`config.mk`:
```
export PLATFORM = sky130hd
export DESIGN_NAME = record_exchange_sorter
export DESIGN_NICKNAME = d
export VERILOG_FILES = /design/src/hw/rtl/rxs_pkg.sv /design/src/hw/rtl/rxs_regs.sv /design/src/hw/rtl/rxs_datapath.sv /design/src/hw/rtl/rxs_ctrl.sv /design/src/hw/rtl/record_exchange_sorter.sv
export SDC_FILE = /design/constraint.sdc
export NUM_CORES = 2
export LEC_CHECK = 0
export BUFFER_PORTS_ARGS = -buffer_cell sky130_fd_sc_hd__buf_2
export CAP_MARGIN = 10
export CORE_UTILIZATION = 56
export CTS_BUF_LIST = sky130_fd_sc_hd__clkbuf_4 sky130_fd_sc_hd__clkbuf_8 sky130_fd_sc_hd__clkbuf_16
export CTS_CLUSTER_DIAMETER = 120
export CTS_CLUSTER_SIZE = 30
export DETAILED_ROUTE_END_ITERATION = 12
export GPL_TIMING_DRIVEN = 0
export HOLD_SLACK_MARGIN = 0.02
export PLACE_DENSITY = 0.76
export SYNTH_ARGS = -nofsm -noshare
export SYNTH_HDL_FRONTEND = slang
export SYNTH_SLANG_ARGS = --single-unit
```
`constraint.sdc`:
```
create_clock -name clk -period 5.8 [get_ports clk]
set_input_delay 0 -clock clk [delete_from_list [all_inputs] [get_ports clk]]
set_output_delay 0 -clock clk [all_outputs]
set_load 0.02 [all_outputs]
```
`src/hw/rtl/rxs_pkg.sv`:
```
`default_nettype none

package rxs_pkg;

	localparam int MAX_RECORDS = 32;
	localparam int AW          = (MAX_RECORDS > 1) ? $clog2(MAX_RECORDS) : 1;
	localparam int CW          = $clog2(MAX_RECORDS + 1);

	localparam int ID_W   = 5;
	localparam int TIME_W = 32;
	localparam int VAL_W  = 16;
	localparam int LVL_W  = 3;
	localparam int KEY_W  = LVL_W + TIME_W;
	localparam int DATA_W = 32;
	localparam int PADDR_W = 3;

	// register index, taken from paddr[2]
	localparam logic REG_LIST_KIND = 1'b0;

	localparam logic KIND_DEADLINE = 1'b0;
	localparam logic KIND_DAILY    = 1'b1;

	// daily levels before the alert bonus
	localparam logic [LVL_W-1:0] LVL_REF_HIT   = 3'd3;
	localparam logic [LVL_W-1:0] LVL_REF_MISS  = 3'd0;
	localparam logic [LVL_W-1:0] LVL_FULL      = 3'd2;
	localparam logic [LVL_W-1:0] LVL_PARTIAL   = 3'd1;
	localparam logic [LVL_W-1:0] LVL_ALERT_ADD = 3'd4;

	typedef struct packed {
		logic [ID_W-1:0]   record_id;
		logic              done_req;
		logic              date_known;
		logic [TIME_W-1:0] deadline;
		logic              daily_ref;
		logic [VAL_W-1:0]  current_value;
		logic [VAL_W-1:0]  max_value;
		logic              no_alert;
		logic [TIME_W-1:0] fill_time;
		logic              final_req;
	} in_item_t;

	typedef struct packed {
		logic [ID_W-1:0] sorted_id;
		logic            last_out;
	} out_item_t;

	typedef struct packed {
		logic [KEY_W-1:0] key;
		logic [ID_W-1:0]  id;
	} rec_t;

	typedef enum logic {
		WSEL_REC,
		WSEL_CUR
	} wsel_t;

	typedef struct packed {
		logic          we;
		wsel_t         wsel;
		logic [AW-1:0] waddr;
		logic          re;
		logic [AW-1:0] raddr;
		logic          cur_load;
		logic          cmp;
		logic          load_out;
		logic          out_last;
	} cmd_t;

endpackage

`default_nettype wire

```
`src/hw/rtl/rxs_regs.sv`:
```
`default_nettype none

module rxs_regs (
	input  wire logic                        clk,
	input  wire logic                        arst_n,
	input  wire logic                        psel,
	input  wire logic                        penable,
	input  wire logic                        pwrite,
	input  wire logic [rxs_pkg::PADDR_W-1:0] paddr,
	input  wire logic [rxs_pkg::DATA_W-1:0]  pwdata,
	output logic      [rxs_pkg::DATA_W-1:0]  prdata,
	output logic                             pready,
	output logic                             list_kind
);

	logic kind_q;
	logic wr_en;

	assign pready = 1'b1;
	assign wr_en  = psel && penable && pwrite && (paddr[2] == rxs_pkg::REG_LIST_KIND);

	always_ff @(posedge clk or negedge arst_n) begin
		if (!arst_n) begin
			kind_q <= rxs_pkg::KIND_DEADLINE;
		end else if (wr_en) begin
			kind_q <= pwdata[0];
		end
	end

	always_comb begin
		prdata = '0;
		if (paddr[2] == rxs_pkg::REG_LIST_KIND) begin
			prdata[0] = kind_q;
		end
	end

	assign list_kind = kind_q;

endmodule

`default_nettype wire

```
`src/hw/rtl/rxs_datapath.sv`:
```
`default_nettype none

module rxs_datapath (
	input  wire logic               clk,
	input  wire logic               arst_n,
	input  wire logic               list_kind,
	input  wire rxs_pkg::in_item_t  rec,
	input  wire rxs_pkg::cmd_t      cmd,
	output logic                    out_free,
	output logic                    ord_valid,
	input  wire logic               ord_stall,
	output rxs_pkg::out_item_t      ord
);

	rxs_pkg::rec_t mem [rxs_pkg::MAX_RECORDS];
	rxs_pkg::rec_t rdata_q;
	rxs_pkg::rec_t cur_q;
	rxs_pkg::rec_t in_rec;
	rxs_pkg::rec_t wdata;
	rxs_pkg::out_item_t out_q;
	logic out_valid_q;
	logic swap;
	logic we;
	logic [rxs_pkg::LVL_W-1:0] lvl;

	// a stays ahead of b
	function automatic logic stay_ahead(input logic kind,
		input logic [rxs_pkg::KEY_W-1:0] a, input logic [rxs_pkg::KEY_W-1:0] b);
		logic r;
		if (kind == rxs_pkg::KIND_DEADLINE) begin
			if (a[33] != b[33]) begin
				r = b[33];
			end else if (a[32] != b[32]) begin
				r = a[32];
			end else if (!a[33]) begin
				r = a[31:0] <= b[31:0];
			end else begin
				r = a[31:0] >= b[31:0];
			end
		end else begin
			if (a[34:32] == b[34:32]) begin
				r = a[31:0] <= b[31:0];
			end else begin
				r = a[34:32] > b[34:32];
			end
		end
		return r;
	endfunction

	always_comb begin
		if (rec.daily_ref) begin
			lvl = (rec.current_value == 16'd1) ? rxs_pkg::LVL_REF_HIT : rxs_pkg::LVL_REF_MISS;
		end else begin
			lvl = (rec.current_value == rec.max_value) ? rxs_pkg::LVL_FULL
			                                           : rxs_pkg::LVL_PARTIAL;
		end
		if (!rec.no_alert) begin
			lvl = lvl + rxs_pkg::LVL_ALERT_ADD;
		end
		in_rec.id = rec.record_id;
		if (list_kind == rxs_pkg::KIND_DEADLINE) begin
			in_rec.key = {1'b0, rec.done_req, rec.date_known, rec.deadline};
		end else begin
			in_rec.key = {lvl, rec.fill_time};
		end
	end

	assign swap  = cmd.cmp && !stay_ahead(list_kind, cur_q.key, rdata_q.key);
	assign we    = cmd.we || swap;
	assign wdata = (cmd.wsel == rxs_pkg::WSEL_REC) ? in_rec : cur_q;

	always_ff @(posedge clk) begin
		if (we) begin
			mem[cmd.waddr] <= wdata;
		end
		if (cmd.re) begin
			rdata_q <= mem[cmd.raddr];
		end
		if (cmd.cur_load || swap) begin
			cur_q <= rdata_q;
		end
		if (cmd.load_out) begin
			out_q.sorted_id <= rdata_q.id;
			out_q.last_out  <= cmd.out_last;
		end
	end

	always_ff @(posedge clk or negedge arst_n) begin
		if (!arst_n) begin
			out_valid_q <= 1'b0;
		end else if (cmd.load_out) begin
			out_valid_q <= 1'b1;
		end else if (!ord_stall) begin
			out_valid_q <= 1'b0;
		end
	end

	assign out_free  = !out_valid_q || !ord_stall;
	assign ord_valid = out_valid_q;
	assign ord       = out_q;

endmodule

`default_nettype wire

```
`src/hw/rtl/rxs_ctrl.sv`:
```
`default_nettype none

module rxs_ctrl (
	input  wire logic          clk,
	input  wire logic          arst_n,
	input  wire logic          rec_valid,
	input  wire logic          final_req,
	output logic               rec_stall,
	input  wire logic          out_free,
	output rxs_pkg::cmd_t      cmd
);

	typedef enum logic [2:0] {
		S_IDLE,
		S_RD_I,
		S_CUR,
		S_CMP,
		S_WB,
		S_OUT_RD,
		S_OUT_LD
	} state_t;

	state_t state_q;
	logic [rxs_pkg::CW-1:0] count_q;
	logic [rxs_pkg::AW-1:0] i_q;
	logic [rxs_pkg::AW-1:0] j_q;
	logic [rxs_pkg::AW-1:0] k_q;
	logic [rxs_pkg::CW-1:0] count_inc;
	logic [rxs_pkg::CW-1:0] i_ext;
	logic [rxs_pkg::CW-1:0] j_ext;
	logic [rxs_pkg::CW-1:0] k_ext;
	logic has_room;
	logic accept;
	logic out_last;

	assign rec_stall = (state_q != S_IDLE);
	assign accept    = rec_valid && !rec_stall;
	assign has_room  = count_q < rxs_pkg::CW'(rxs_pkg::MAX_RECORDS);
	assign count_inc = has_room ? count_q + rxs_pkg::CW'(1) : count_q;
	assign i_ext     = rxs_pkg::CW'(i_q);
	assign j_ext     = rxs_pkg::CW'(j_q);
	assign k_ext     = rxs_pkg::CW'(k_q);
	assign out_last  = (k_ext + rxs_pkg::CW'(1)) == count_q;

	always_comb begin
		cmd          = '0;
		cmd.wsel     = rxs_pkg::WSEL_CUR;
		cmd.out_last = out_last;
		case (state_q)
			S_IDLE: begin
				cmd.we    = accept && has_room;
				cmd.wsel  = rxs_pkg::WSEL_REC;
				cmd.waddr = count_q[rxs_pkg::AW-1:0];
			end
			S_RD_I: begin
				cmd.re    = 1'b1;
				cmd.raddr = i_q;
			end
			S_CUR: begin
				cmd.cur_load = 1'b1;
				cmd.re       = 1'b1;
				cmd.raddr    = i_q + rxs_pkg::AW'(1);
			end
			S_CMP: begin
				// write-back of the swapped entry is gated by the compare result
				cmd.cmp   = 1'b1;
				cmd.waddr = j_q;
				cmd.re    = 1'b1;
				cmd.raddr = j_q + rxs_pkg::AW'(1);
			end
			S_WB: begin
				cmd.we    = 1'b1;
				cmd.waddr = i_q;
			end
			S_OUT_RD: begin
				cmd.re    = 1'b1;
				cmd.raddr = k_q;
			end
			S_OUT_LD: begin
				cmd.load_out = out_free;
			end
			default: begin
				cmd = '0;
			end
		endcase
	end

	always_ff @(posedge clk or negedge arst_n) begin
		if (!arst_n) begin
			state_q <= S_IDLE;
			count_q <= '0;
			i_q     <= '0;
			j_q     <= '0;
			k_q     <= '0;
		end else begin
			case (state_q)
				S_IDLE: begin
					if (accept) begin
						count_q <= count_inc;
						i_q     <= '0;
						k_q     <= '0;
						if (final_req) begin
							state_q <= (count_inc >= rxs_pkg::CW'(2)) ? S_RD_I : S_OUT_RD;
						end
					end
				end
				S_RD_I: begin
					state_q <= S_CUR;
				end
				S_CUR: begin
					j_q     <= i_q + rxs_pkg::AW'(1);
					state_q <= S_CMP;
				end
				S_CMP: begin
					if ((j_ext + rxs_pkg::CW'(1)) < count_q) begin
						j_q <= j_q + rxs_pkg::AW'(1);
					end else begin
						state_q <= S_WB;
					end
				end
				S_WB: begin
					i_q <= i_q + rxs_pkg::AW'(1);
					if ((i_ext + rxs_pkg::CW'(2)) < count_q) begin
						state_q <= S_RD_I;
					end else begin
						state_q <= S_OUT_RD;
					end
				end
				S_OUT_RD: begin
					state_q <= S_OUT_LD;
				end
				S_OUT_LD: begin
					if (out_free) begin
						if (out_last) begin
							count_q <= '0;
							state_q <= S_IDLE;
						end else begin
							k_q     <= k_q + rxs_pkg::AW'(1);
							state_q <= S_OUT_RD;
						end
					end
				end
				default: begin
					state_q <= S_IDLE;
				end
			endcase
		end
	end

endmodule

`default_nettype wire

```
`src/hw/rtl/record_exchange_sorter.sv`:
```
// Non-final items are taken back to back while loading; after the final item the
// held records are exchange-sorted, one compare per cycle through the one-read
// one-write record memory, each pass reading its first entry, comparing it with
// every later entry and writing it back. Results then leave one id at a time, each
// read from memory and then loaded into the output register, which waits while the
// output is stalled. Reset: control, record count and the mode register
// (deadline ordering) clear at once; the record memory is not cleared.
`default_nettype none

module record_exchange_sorter (
	input  wire logic                        clk,
	input  wire logic                        arst_n,
	input  wire logic                        psel,
	input  wire logic                        penable,
	input  wire logic                        pwrite,
	input  wire logic [rxs_pkg::PADDR_W-1:0] paddr,
	input  wire logic [rxs_pkg::DATA_W-1:0]  pwdata,
	output logic      [rxs_pkg::DATA_W-1:0]  prdata,
	output logic                             pready,
	input  wire logic                        rec_valid,
	output logic                             rec_stall,
	input  wire rxs_pkg::in_item_t           rec,
	output logic                             ord_valid,
	input  wire logic                        ord_stall,
	output rxs_pkg::out_item_t               ord
);

	logic          list_kind;
	logic          out_free;
	rxs_pkg::cmd_t cmd;

	rxs_regs u_regs (
		.clk       (clk),
		.arst_n    (arst_n),
		.psel      (psel),
		.penable   (penable),
		.pwrite    (pwrite),
		.paddr     (paddr),
		.pwdata    (pwdata),
		.prdata    (prdata),
		.pready    (pready),
		.list_kind (list_kind)
	);

	rxs_ctrl u_ctrl (
		.clk       (clk),
		.arst_n    (arst_n),
		.rec_valid (rec_valid),
		.final_req (rec.final_req),
		.rec_stall (rec_stall),
		.out_free  (out_free),
		.cmd       (cmd)
	);

	rxs_datapath u_dp (
		.clk       (clk),
		.arst_n    (arst_n),
		.list_kind (list_kind),
		.rec       (rec),
		.cmd       (cmd),
		.out_free  (out_free),
		.ord_valid (ord_valid),
		.ord_stall (ord_stall),
		.ord       (ord)
	);

endmodule

`default_nettype wire

```
==> parameters.txt <==
Parameter                              Value

Power and ir drop
  Largest voltage drop on the vdd net ... 0.670 mV
  Leak Pwr ... 22.7 nW
  Total power draw ... 39.9 mW
  Power per cell area ... 622 mW/mm^2

Clock tree
  Cell at the root of the clock tree ... sky130_fd_sc_hd__clkbuf_16
  Skew-Pair Late Insertion Delay ... 0.73 ns
  Largest buffer count on any clock path ... 3
  Number of H-tree levels ... 2
  Num CTS Buffers ... 52
  Clock edge transition at the registers on the reported setup and hold paths ... 0.11 ns
  Number of clock sinks ... 1392
  Clock tree from TritonCTS ... done

STA
  Number of pins exceeding their max-slew limit in the final report ... 0
  Max Clock Freq ... 178 MHz
  Minimum clock period ... 5.63 ns
  RSZ-0062 raised after global routing ... false
  Setup skew after layout ... 0.0421 ns
  Worst-case headroom to the max-slew limit ... 0.0261
  Total count of hold-check failures in the final report ... 8
  Least-Margin Pin Slew ... 1.46 ns
  Hold slack final ... -0.0134 ns
  Final setup fails ... 0
  Fin crit share ... 0.970
  Post-route worst setup slack ... 0.171 ns
  Final setup TNS ... 0 ns

Floorplan
  I/O pin count ... 189
  Chip Width ... 322 um
  Vertical die dimension ... 322 um
  Total die area ... 0.104 mm^2
  FP Rows ... 116
  Initial standard-cell utilization of the core ... 0.569
  Placeable core area ... 0.101 mm^2

Logic synthesis
  Post-synthesis cell type count ... 63
  Number of flops mapped to enable cells by yosys ... 1366
  Biggest area consumer among synthesized cells ... sky130_fd_sc_hd__edfxtp_1
  Register area share after synthesis ... 0.728
  Per-instance average area after synthesis ... 13.1 um^2
  Async set-reset flop share out of synthesis ... 0.0187
  Synthesis warning total ... 0
  Most frequently used flop master after synthesis ... sky130_fd_sc_hd__edfxtp_1
  Number of standard cells after synthesis ... 4359
  Number of storage elements in the synthesis netlist ... 1392
  Area share of the largest cell type after synthesis ... 0.716
  Summed instance area of the synthesized netlist ... 0.0573 mm^2
  Ranking of synthesized cells by area ... sky130_fd_sc_hd__edfxtp_1 (72%), sky130_fd_sc_hd__nand2_1 (7.5%), sky130_fd_sc_hd__nand3_1 (4.4%)

Worst setup path
  Arrival time of data at the critical path endpoint ... 6.07 ns
  Crit path launch ... u_dp.cur_q[19]
  Worst r2r src ... u_dp.cur_q[19]
  Crit path required time ... 6.24 ns
  Peak per-stage delay on the critical path ... 0.94 ns
  Critical-path cell with the highest stage delay ... sky130_fd_sc_hd__nor3_2
  Cell repeated most along the worst path ... sky130_fd_sc_hd__buf_6
  Startpoint type of the worst setup path ... flip-flop
  CP Class ... reg2reg
  Sort of element at the end of the critical path ... flip-flop
  CP Max Fanout ... 10
  Ordered list of cells on the worst path ... ha_1 -> nand4_1 -> nor4_2 -> a21boi_0 -> o31a_1 -> a41oi_1 -> o31a_1 -> buf_2 -> nor3_2 -> buf_6 -> buf_6 -> buf_6

Final layout
  Post-layout util ... 0.636
  Synth-to-layout area growth ... 11.9%
  Commonest cells after routing, fill and taps aside ... sky130_fd_sc_hd__edfxtp_1 (1366), sky130_fd_sc_hd__nand2_1 (1138), sky130_fd_sc_hd__nand3_1 (501)
  Final #Nets ... 4947
  Layout cell share with drive strength beyond 1 ... 0.121
  Most common cell after layout, fill and taps aside ... sky130_fd_sc_hd__edfxtp_1

Hold path
  Worst min path class ... in2reg
  Worst min-delay path startpoint ... rec[104]

GRT
  Overall overflow remaining after global route ... 0
  Wire length of the first global-routing pass ... 240000 um
  GRT Util Overall ... 0.319
  Antenna violations before repair ... 4
  Via count of the first global-routing pass ... 37.4k
  Largest net degree at the start of global routing ... 33

Routing
  Total routed wirelength ... 167000 um
  Iteration count of the initial detailed-routing pass ... 6
  Routed length per placed instance ... 27.2 um
  Initial DRC count ... 6022
  Via density ... 6.41
  Remaining DRCs ... 0
  Vias ... 39.3k
  Number of antenna-violating nets in the routed design ... 0

Place
  Worst Setup Slack post-DPL ... 0.273 ns
  IO Port Bufs ... 123
  Weighted congestion at the end of routability-driven global placement ... 0.948
  Detailed-placement wirelength estimate ... 116000 um

Run
  Max-capacitance violation count ... 0

Outcome
  Result of the run ... finished, violations left
  Violations in the final reports ... hold timing
worst max-delay path: cells and delay by family (launching register included):
kind	cells	cell delay, ns
and+or+nand+nor	3	2.05
AOI/OAI and AO/OA	4	1.52
buffers and inverters	4	0.90
DFF	1	0.48
adders and majority gates	1	0.38
path summary, 6_finish.rpt:
path | endpoint | slack [ns] | cells after the start
worst min-delay path | u_dp.mem[17][3] | -0.01 | 3
worst min register to register | u_dp.cur_q[20] | 0.45 | 0
min in group asynchronous | u_ctrl.j_q[4] | 0.32 | 4
worst max register to register | u_dp.mem[25][38] | 0.17 | 12
worst max-delay path | u_dp.mem[25][38] | 0.17 | 12
max in group asynchronous | u_ctrl.count_q[1] | 5.33 | 4
cell families after synthesis:
family          after synthesis  share of synthesized area
flops                      1392                      0.728
mux                         117                     0.0205
simple gates               1926                      0.149
other cells                   2                   0.000131
fa+ha+maj                    50                     0.0109
compound gates              484                     0.0589
buf+inv                     355                     0.0283
xor+xnor                     33                    0.00518
where the power goes:
part,internal (mW),total (mW),switching [mW]
Clock,1.81,4.77,2.97
Sequential,14.6,14.9,0.362
Combinational,5.68,20.2,14.5
Total,22.0,39.9,17.8
cell type report:
cell class	count	area, um^2
sequential	1392	41700
fill	7238	36600
multi-input combinational	2642	14500
timing repair buffer	306	3120
tap	1357	1700
clock buffer	71	1460
buffer	306	1440
inverter	49	184
clock inverter	3	60.1
antenna	6	15.0
per-stage QoR:
stage                     cell area, um^2  cells
after global placement              59700   5869
after detailed placement            62300   6036
after floorplan                     57400   4389
after global routing                64100   6126
after CTS                           63900   6119
final                               64100   6132
cell usage after synthesis, drive strengths merged, types with 4 or more instances:
| library cell | instances |
|---|---|
| buf | 148 |
| nor4 | 11 |
| nand2 | 1138 |
| clkbuf | 158 |
| dfrtp | 26 |
| nor2b | 11 |
| mux2i | 114 |
| and3 | 125 |
| nor3 | 37 |
| a32oi | 40 |
| a221oi | 41 |
| inv | 49 |
| ha | 50 |
| a21oi | 156 |
| edfxtp | 1366 |
| xor2 | 22 |
| o21ai | 114 |
| a21o | 9 |
| a22oi | 5 |
| nand3 | 501 |
| nand4 | 11 |
| a311o | 81 |
| a21boi | 4 |
| nand2b | 5 |
| nor2 | 36 |
| xnor2 | 11 |
| o211ai | 5 |
| or4 | 40 |
| o31ai | 4 |
registers in the layout (all words and copies together) (netlist names):
name              cells
u_dp.mem           1280
u_ctrl.state_q        3
u_ctrl.j_q            5
u_dp.ord              6
u_ctrl.i_q            5
u_dp.rdata_q         40
u_regs.list_kind      1
u_ctrl.count_q        6
u_dp.ord_valid        1
u_ctrl.k_q            5
u_dp.cur_q           40
layer usage:
metal | vias up | global-route usage | share of wire | wire (um)
met2 | 2877 | 0.479 | 0.44 | 73500
li1 | 16767 | - | - | -
met4 | 10 | 0.167 | 0.061 | 10300
met1 | 19136 | 0.433 | 0.36 | 60300
met3 | 514 | 0.0813 | 0.14 | 23000
met5 | - | 0 | 0.00035 | 58
what timing repair did:
item	4_1_cts	5_1_grt
setup endpoints to repair	0	11
gates resized for setup	0	1
endpoints found under the hold margin	49	7
hold buffers	9	1
buffers inserted	0	0
No activity file was read; power rests on OpenSTA's default activity.
